`src/rtl/skc_pkg.sv`:
```
// shared types and constants of the sorted set-associative key cache
package skc_pkg;

	localparam int SKC_NUM_SETS     = 4;
	localparam int SKC_SET_W        = 2;
	localparam int SKC_SET_CAPACITY = 16;
	localparam int SKC_KEY_W        = 32;
	localparam int SKC_VAL_W        = 32;

	// request codes
	typedef enum logic [1:0] {
		FUNC_LOOKUP = 2'd0,
		FUNC_INSERT = 2'd1,
		FUNC_ERASE  = 2'd2,
		FUNC_CLEAR  = 2'd3
	} func_t;

	// control broadcast from the sequencer to every cell
	typedef struct packed {
		logic                 cmp;
		logic                 upd;
		func_t                func;
		logic [SKC_SET_W-1:0] set;
		logic [SKC_KEY_W-1:0] key;
		logic [SKC_VAL_W-1:0] value;
		logic                 found;
		logic                 full;
	} skc_ctrl_t;

endpackage

```
`src/rtl/skc_cell.sv`:
```
// one slot of every set: compare flags and shift towards either neighbour
module skc_cell
	import skc_pkg::*;
#(
	parameter int SET_CAPACITY = SKC_SET_CAPACITY,
	parameter int IDX          = 0,
	localparam int CNT_W       = $clog2(SET_CAPACITY)
) (
	input  logic                 clk,
	input  logic                 arst_n,
	input  skc_ctrl_t            ctrl,
	input  logic [CNT_W-1:0]     cnt,
	input  logic                 left_pos,
	input  logic [SKC_KEY_W-1:0] left_key,
	input  logic [SKC_VAL_W-1:0] left_val,
	input  logic                 right_valid,
	input  logic [SKC_KEY_W-1:0] right_key,
	input  logic [SKC_VAL_W-1:0] right_val,
	output logic                 pos,
	output logic                 eq,
	output logic                 valid,
	output logic [SKC_KEY_W-1:0] key_o,
	output logic [SKC_VAL_W-1:0] val_o
);

	logic [SKC_KEY_W-1:0] keys_q [SKC_NUM_SETS];
	logic [SKC_VAL_W-1:0] vals_q [SKC_NUM_SETS];
	logic valid_q, pos_q, eq_q, last_q;
	logic in_range, at_cnt, is_last;
	logic take_new, take_left, take_right, set_val;

	assign key_o = keys_q[ctrl.set];
	assign val_o = vals_q[ctrl.set];
	assign pos   = pos_q;
	assign eq    = eq_q;
	assign valid = valid_q;

	// slot position against the set fill count
	assign in_range = IDX < int'(cnt);
	assign at_cnt   = IDX == int'(cnt);
	assign is_last  = (IDX + 1) == int'(cnt);

	// compare flags, taken while the item is accepted
	always_ff @(posedge clk or negedge arst_n) begin
		if (!arst_n) begin
			valid_q <= 1'b0;
			pos_q   <= 1'b0;
			eq_q    <= 1'b0;
			last_q  <= 1'b0;
		end else if (ctrl.cmp) begin
			valid_q <= in_range;
			eq_q    <= in_range && (key_o == ctrl.key);
			pos_q   <= in_range ? (key_o >= ctrl.key) : at_cnt;
			last_q  <= is_last;
		end
	end

	// slot update for the current item
	always_comb begin
		take_new   = 1'b0;
		take_left  = 1'b0;
		take_right = 1'b0;
		set_val    = 1'b0;
		case (ctrl.func)
			FUNC_INSERT: begin
				if (ctrl.found) begin
					set_val = eq_q;
				end else if (ctrl.full) begin
					take_new = valid_q && ((pos_q && !left_pos) || (last_q && !pos_q));
				end else begin
					take_new  = pos_q && !left_pos;
					take_left = pos_q && left_pos;
				end
			end
			FUNC_ERASE: begin
				take_right = ctrl.found && pos_q && right_valid;
			end
			default: begin
			end
		endcase
	end

	always_ff @(posedge clk) begin
		if (ctrl.upd) begin
			if (take_new) begin
				keys_q[ctrl.set] <= ctrl.key;
				vals_q[ctrl.set] <= ctrl.value;
			end else if (take_left) begin
				keys_q[ctrl.set] <= left_key;
				vals_q[ctrl.set] <= left_val;
			end else if (take_right) begin
				keys_q[ctrl.set] <= right_key;
				vals_q[ctrl.set] <= right_val;
			end else if (set_val) begin
				vals_q[ctrl.set] <= ctrl.value;
			end
		end
	end

endmodule

```
`config.mk`:
```
export PLATFORM = sky130hd
export DESIGN_NAME = skc_cell
export DESIGN_NICKNAME = d
export VERILOG_FILES = /design/src/rtl/skc_pkg.sv /design/src/rtl/skc_cell.sv
export SDC_FILE = /design/constraint.sdc
export NUM_CORES = 1
export LEC_CHECK = 0
export BUFFER_PORTS_ARGS = -buffer_cell sky130_fd_sc_hd__buf_2
export CORE_MARGIN = 5
export CORE_UTILIZATION = 41
export CTS_CLUSTER_DIAMETER = 60
export CTS_CLUSTER_SIZE = 28
export DETAILED_ROUTE_END_ITERATION = 12
export PLACE_DENSITY = 0.64
export SLEW_MARGIN = 20
export SYNTH_ARGS = -nofsm -noshare
export SYNTH_HDL_FRONTEND = slang
export SYNTH_SLANG_ARGS = --single-unit
```
`constraint.sdc`:
```
create_clock -name clk -period 4.2 [get_ports clk]
set_input_delay 0.21 -clock clk [delete_from_list [all_inputs] [get_ports clk]]
set_output_delay 0.21 -clock clk [all_outputs]
set_load 0.005 [all_outputs]
```
# After elaboration in Yosys (flattened, before gate mapping)
# Memory sizes are Yosys's and may differ from the RTL's.
# Cells that the tools add are included.
dict set report word_totals {
  ramBits 256
  regBits 4
  memories 2
  wordCells 61
}
dict set report op_classes {
  reduce_logical 11
  bitwise_logic 5
  n_eq_ne 4
  mux 33
  order_cmp 2
}
# memory words width rd rd_clocked_by_memory_dff write_ports line
set mem_list {}
lappend mem_list {keys_q 4 32 1 0 1 skc_cell.sv:26} ;# logic [SKC_KEY_W-1:0] keys_q [SKC_NUM_SETS];
lappend mem_list {vals_q 4 32 1 0 1 skc_cell.sv:27} ;# logic [SKC_VAL_W-1:0] vals_q [SKC_NUM_SETS];
# cell count
set ops {}
lappend ops {{$mux W32} 5}
lappend ops {{$eq A32 B32 Y1} 1}
lappend ops {{$ge A32 B32 Y1} 1}
lappend ops {{$mux W1} 28}
lappend ops {{$logic_and A1 B1 Y1} 7}
lappend ops {{$or A1 B1 Y1} 5}
lappend ops {{$eq A2 B4 Y1 const A} 1}
lappend ops {{$logic_not A4 Y1} 1}
lappend ops {{$lt A1 B4 Y1 const A} 1}
lappend ops {{$eq A2 B1 Y1 const B} 1}
lappend ops {{$eq A2 B2 Y1 const B} 1}
lappend ops {{$logic_not A1 Y1} 2}
lappend ops {{$logic_or A1 B1 Y1} 1}

# Longest topological paths before layout
# Gate-level depths: netlist of run 1.
dict set report logic_depth {
  ltp_word 13
  mapped_depth 10
}

# Worst setup path after synthesis of run 1
# OpenSTA, ideal clock, no wires.
dict set report synth_timing {
  kind {register -> register}
  from {reg pos_q (netlist: pos)}
  to {mem vals_q[0][0], enable pin}
  arrival_time_ps 3269
  setup_time_ps 461
  period_less_slack_ps 3730
  stages_incl_launch_ff 6
  required_time_ps 3739
  path_slack_ps 470
  n_path_buf 1
  cell_sequence {dfrtp_1 and4b_1 and3_1 buf_2 a221oi_1 nor3_1}
}
dict set report synth_between {
  elab_chain_cells 13
  word_cells_on_any_way 35
  classes_between {24 x mux; 3 x bitwise; 8 x reduce/logical}
}
# item line
set synth_rtl {}
lappend synth_rtl {{start, declared} skc_cell.sv:28} ;# logic valid_q, pos_q, eq_q, last_q;
lappend synth_rtl {{start signal, assigned} skc_cell.sv:53} ;# pos_q <= in_range ? (key_o >= ctrl.key) : at_cnt;
lappend synth_rtl {{$logic_not A1 Y1} skc_cell.sv:69} ;# take_new = valid_q && ((pos_q && !left_pos) || (last_q && !pos_q));
lappend synth_rtl {{$logic_and A1 B1 Y1} skc_cell.sv:69}
lappend synth_rtl {{$logic_or A1 B1 Y1} skc_cell.sv:69}
lappend synth_rtl {{$logic_and A1 B1 Y1} skc_cell.sv:69}
lappend synth_rtl {{$mux W1} skc_cell.sv:68} ;# end else if (ctrl.full) begin
lappend synth_rtl {{$mux W1} skc_cell.sv:66} ;# if (ctrl.found) begin
lappend synth_rtl {{$mux W1} skc_cell.sv:64} ;# case (ctrl.func)
lappend synth_rtl {{$mux W1} skc_cell.sv:85} ;# if (take_new) begin
lappend synth_rtl {{$mux W1} skc_cell.sv:84} ;# if (ctrl.upd) begin
lappend synth_rtl {{$mux W1, on equally long branches} {skc_cell.sv:87, skc_cell.sv:90}}
lappend synth_rtl {{$or A1 B1 Y1 (no source line) (2 in series)} n/a}
lappend synth_rtl {{$or A1 B1 Y1 (no source line) *} n/a}
lappend synth_rtl {{end, declared} skc_cell.sv:27}
# Mark *: on every way between the ends. The rest lies on a longest branch, timed or not.

# Final worst setup path of run 1
dict set report layout_timing {
  from {in ctrl[66] (netlist bit)}
  to {reg pos_q (netlist: pos)}
}
dict set report layout_between {
  elab_chain_cells 3
}
# item line
set layout_rtl {}
lappend layout_rtl {{start, declared} skc_cell.sv:11} ;# input skc_ctrl_t ctrl,
lappend layout_rtl {{$mem_v2 Z4 W32} n/a}
lappend layout_rtl {{$ge A32 B32 Y1} skc_cell.sv:53}
lappend layout_rtl {{$mux W1} skc_cell.sv:53}
# No other way between the ends.
# A chain may end at the register's enable or synchronous reset.

==> results of run 1 <==
[per-stage QoR]
stage,instances,util (%),worst slack (ns)
2_1_floorplan,698,-,0.470
3_3_place_gp,1332,48.1,0.930
3_5_place_dp,1332,48.1,0.903
4_1_cts,1364,50.3,1.39
5_1_grt,1364,50.3,1.28
6_report,1364,50.3,1.51
[cell usage after synthesis, drive strengths merged, types with 2 or more instances]
master  number
a211oi       3
a21o         2
a21oi       12
and4b        2
buf         20
clkbuf      16
dfrtp        4
edfxtp     256
ha          32
inv         35
mux2i       32
mux4        64
nand2       40
nand2b       3
nand3        7
nand4        6
nor2        74
nor3         4
nor4         2
o211ai       2
o21ai       38
o22ai       33
[logic make-up (layout without fill, tap and decap cells)]
| kind of cell | after synthesis | count (layout) | share of synthesized area [%] |
|---|---|---|---|
| fa+ha+maj | 32 | 32 | 3.50 |
| flops | 260 | 260 | 68.1 |
| simple gates | 143 | 143 | 5.37 |
| buf+inv | 71 | 359 | 2.64 |
| mux | 96 | 96 | 15.4 |
| compound gates | 96 | 96 | 4.96 |
[worst register-to-register path, delay by kind of cell (launching register included)]
kind                   cells  cell delay, ns
AOI/OAI and AO/OA          1            0.30
buffers and inverters      2            0.89
DFF                        1            0.48
and+or+nand+nor            3            0.59
[area by class of cell]
class                      count  area, µm²
timing repair buffer         296       1550
inverter                      35        131
clock inverter                11        125
fill                        2408      13700
multi-input combinational    367       3400
sequential                   260       7790
tap                          378        473
clock buffer                  17        425
[sequential cells by signal (all words and copies together) (netlist names)]
register / count
pos: 1
keys_q: 128
last_q: 1
eq: 1
valid: 1
vals_q: 128
[layer usage]
| metal | vias up | global-route usage, % |
|---|---|---|
| li1 | 3310 | - |
| met3 | 32 | 4.83 |
| met1 | 3312 | 19.9 |
| met5 | - | 0 |
| met2 | 224 | 27.9 |
| met4 | 0 | 3.35 |
[power by group through the flow]
| stage | clock, mW | combinational (mW) | sequential, mW |
|---|---|---|---|
| floorplan | 0 | 0.231 | 2.94 |
| finish | 1.68 | 0.446 | 2.88 |
| CTS | 1.74 | 0.456 | 2.88 |
| global placement | 0 | 0.443 | 2.94 |
| detailed placement | 0 | 0.450 | 2.94 |
| global route | 1.85 | 0.503 | 2.89 |
[worst min-delay path by stage]
stage,from,end,slack (ns),cells past startpoint
floorplan,arst_n,eq,-0.09,0
global placement,arst_n,valid,0.03,1
detailed placement,arst_n,last_q,0.03,1
CTS,cnt[2],valid,0.05,3
global route,cnt[2],valid,0.05,3
finish,arst_n,last_q,0.06,2
==> metrics.txt, run 1 <==
Layout Nets 1217; top sig layer met4; H-tree lvl count 1; combinational share of power 8.9%; largest net degree at the start of global routing 66; CTS tree done; post-CTS setup buffer count 0; WL/cell 18.8 µm; hold_buf cts 4; Tot GR Track Use ~16%; vias in the first global route 7233; met1 WL 10300 µm; Syn. warnings 0; Placed Area about 13000 µm²; drt pass-1 iters 4; Peak Freq ~370 MHz; Total Power between 5 and 6 mW; Placer Congestion 0.726; initial antenna violation count 0; post-synthesis average cell area 16.4 µm²; Slowest-stage cell, CP nor4_1; Clock transition at path regs ~0.080 ns; post-DP HPWL 18300 µm; RSZ-0062 raised after global routing no; first-pass GRT wire length 39300 µm; final setup vio count 0; maximum buffer depth of the clock tree 3; commonest non-fill, non-tap cell in the layout buf_2; power per cell area 361 nW/µm²; path depth of the worst reg2reg path 6; Netlist cell types 36; clock power share ~34%; # diodes 0; net switching power 1.12 mW; min cycle time layout 2.69 ns; P&R area growth vs syn 21.5%; Ports 275; synthesis-stage register bit count 260; Reg-to-Reg Start pos; Skew-Pair Late Insertion Delay 0.49 ns; Stages on worst setup path 8; final hold violation count 0; top cells by area, synth edfxtp_1, mux4_2, ha_1, mux2i_1, nor2_1; relative slew slack 28.7%; peak supply drop between 300 and 400 µV; FF-to-FF setup slack 1.56 ns; via count 6878; clk sinks 260; DRC violation count after routing 0; worst path bufs/invs 1; grt ovf 0; Seq/Total Area, Yosys 68.1%; clock root buffer master clkbuf_16; most frequent cells in the layout buf_2, edfxtp_1, nor2_1; Post-synth EDFFs 256; Max Clock Skew around 0.012 ns; WL met3 2160 µm; Cells after Synth 698; Post-Syn Nets between 900 and 1000; final setup TNS 0 ns; fin area 13900 µm²; Die H 177 µm; Die Wd 177 µm; kind of critical path primary input to flop; largest area contributor in the netlist edfxtp_1; Core Rows 61; Worst setup SP type primary input; CP top delay family simple AND/OR/NAND/NOR gates; IO buf count 274; crit path to pos; Final Max Tran Viols 0; worst path cell trace buf_4, mux4_2, ha_1, nand4_1, nor4_1, nand3_1, o211ai_1, o32a_1; Static Leak 5.35 nW; vias per cell 5.04; antenna-violating nets left 0; ys async rst share 1.54%; sequential group share of total power 57.5%; post-synth top area share 67.2%; crit-path max FO 37; internal power 3.89 mW; Initial Util 41.4%; area of the die 31300 µm²; crit end category flop; drt first-iter violations ~340; worst hold slack 0.0649 ns; R2R Path End keys_q[2][2]; CTS Buf Count 17; Worst Tran Pin Value 1.07 ns; Placeable Area 27600 µm²; Req. time, crit path 4.62 ns; Crit. Startpoint ctrl[66]; cts repair resizes 0; DR WL met2 12600 µm; switch share 22.4%; outcome finished clean; reported max-cap violation count 0; Netlist Area Pre-Place 11400 µm²; Min-Delay Path Class primary input to async pin; top_reg_cell synth edfxtp_1; DRT Wirelength roughly 26000 µm; CP peak stage delay 0.61 ns; Tcrit/Tclk final between 60% and 70%; fraction of layout cells with a size suffix above 1 40.1%; worst path arrival time 3.11 ns
Power figures use the tool's default switching activity.
==> run 2, diff against run 1 <==
- clock period: 4.2 -> 2.5 ns (I/O delays scaled with it)
==> metrics.txt, run 2 (synthesized netlist as in run 1, its figures left out) <==
antenna-violating nets left 0 (unchanged); HP Start right_key[22]; Layout Nets 1255 (was 1217); Worst Tran Pin Value 1.07 ns (about the same); Reg-to-Reg Start keys_q[0][10] (was pos); Clock transition at path regs 0.09 ns (was 0.08 ns); vias per cell 5.16 (was 5.04); initial antenna violation count 0 (unchanged); Final Max Tran Viols 0 (unchanged); worst hold slack 0.0174 ns (was 0.0649 ns); P&R area growth vs syn 26.8% (was 21.5%); peak supply drop 313 µV (was 351 µV); top flop regs keys_q x128, vals_q x128 (unchanged); Skew-Pair Late Insertion Delay 0.50 ns (was 0.49 ns); area of the die 31300 µm² (unchanged); fin area 14500 µm² (was 13900 µm²); fraction of layout cells with a size suffix above 1 43.5% (was 40.1%); drt first-iter violations 442 (was 342); Worst setup SP type flop (was primary input); clk sinks 260 (unchanged); Tot GR Track Use 17.5% (was 16.0%); DRC violation count after routing 0 (unchanged); Initial Util 41.4% (unchanged); dpl cells 1367 (was 1332); final core utilization 52.5% (was 50.3%); grt ovf 0 (unchanged); worst path arrival time 2.83 ns (was 3.11 ns); Placed Area 13700 µm² (was 13300 µm²); largest net degree at the start of global routing 65 (was 66); commonest non-fill, non-tap cell in the layout buf_2 (unchanged); Static Leak 5.59 nW (was 5.35 nW); combinational share of power 10.0% (was 8.9%); crit end category flop (unchanged); first-pass GRT wire length 41800 µm (was 39300 µm); Die Wd 177 µm (unchanged); switch share 22.4% (about the same); outcome finished clean (unchanged); maximum buffer depth of the clock tree 3 (unchanged); non-filler cells, final 1404 (was 1364); Min-Delay Path Class primary input to flop (was primary input to async pin); relative slew slack 28.7% (about the same); Placer Congestion 0.787 (was 0.726); WL/cell 19.9 µm (was 18.8 µm); net switching power 1.94 mW (was 1.12 mW); drt pass-1 iters 4 (unchanged); Max Clock Skew 0.0219 ns (was 0.0118 ns); crit-path max FO 2 (was 37); power per cell area 597 nW/µm² (was 361 nW/µm²); Placement Setup Slack -0.193 ns (was 0.903 ns); via count 7242 (was 6878); CTS Buf Count 18 (was 17); vias in the first global route 7403 (was 7233); IO buf count 274 (unchanged); kind of critical path flop to flop (was primary input to flop); most frequent cells in the layout buf_2, edfxtp_1, nor2_1 (unchanged); CTS tree done (unchanged); post-DP HPWL 20300 µm (was 18300 µm); Peak Freq 410 MHz; Die H 177 µm (unchanged); internal power 6.71 mW (was 3.89 mW); clock root buffer master clkbuf_16 (unchanged); Ports 275 (unchanged); Tcrit/Tclk final a little over nine tenths; sequential group share of total power 55.9% (was 57.5%); DRT Wirelength 27900 µm (was 25600 µm); final setup margin 0.0584 ns (was 1.51 ns); reported max-cap violation count 0 (unchanged); Placeable Area 27600 µm² (unchanged); Core Rows 61 (unchanged); final setup vio count 0 (unchanged); final hold violation count 0 (unchanged); Crit. Startpoint keys_q[0][10] (was ctrl[66]); clock power share 34.1% (was 33.5%); H-tree lvl count 1 (unchanged); Req. time, crit path 2.89 ns (was 4.62 ns); min cycle time layout 2.44 ns
[run 2: cell count changes in the layout (fill, tap and decap cells not counted), sizes merged]
cell / previous run / this run
buf: 292 / 330
clkbuf: 17 / 21
clkinvlp: 0 / 1
diode: 0 / 1
dlygate4sd3: 4 / 3
inv: 42 / 39
[run 2: worst paths after layout]
path,end,slack (ns),depth (start not counted)
max,pos,0.06,7
min,keys_q[0][22],0.02,3
max reg2reg,pos,0.06,7
min reg2reg,last_q,0.57,2
max in group asynchronous,last_q,1.79,3
min in group asynchronous,eq,0.55,3
[run 2: routing by layer]
| metal | share of wire, % | vias to the layer above | wire length (µm) | track usage (%) |
|---|---|---|---|---|
| met2 | 49 | 246 | 13600 | 29.7 |
| met3 | 7.4 | 35 | 2080 | 3.59 |
| li1 | - | 3383 | - | - |
| met5 | 0 | - | 0 | 0 |
| met1 | 42 | 3578 | 11700 | 23.4 |
| met4 | 2.0 | 0 | 550 | 3.93 |
[run 2: repair_timing]
action                     4_1_cts  5_1_grt
resized for setup                2       13
hold buffers                     3        0
setup buffers                    0        2
hold endpoints to repair         8        0
setup endpoints to repair      129        1
pin swaps                        0        7
[run 2: cell type report]
cell class	count	area, µm²
clock buffers	21	483
fillers	2310	13100
clock inverters	9	101
diodes	1	2.50
well taps	378	473
repair buffers	333	1950
multi-input cells	367	3570
inverters	35	131
flip-flops and latches	260	7790
[run 2: per-stage QoR]
step	power, mW	setup TNS, ns
4_1_cts	8.72	0
3_3_place_gp	5.77	-0.772
2_1_floorplan	5.34	-63.57
3_5_place_dp	5.78	-6.71
6_report	8.65	0
5_1_grt	9.01	-0.00717
[run 2: power by group through the flow]
stage	Combinational (mW)	Clock, mW	Sequential (mW)
6_report	0.865	2.95	4.84
5_1_grt	0.959	3.21	4.84
4_1_cts	0.850	3.03	4.84
3_5_place_dp	0.839	0	4.94
3_3_place_gp	0.828	0	4.94
2_1_floorplan	0.402	0	4.94
[run 2: worst max-delay path, stage by stage (launching register included)]
cell and delay [ns]:
edfxtp_1 0.39, mux4_2 0.53, ha_4 0.24, nand4_1 0.19
nor2_1 0.08, a221o_1 0.34, o31a_1 0.28, o32a_1 0.28
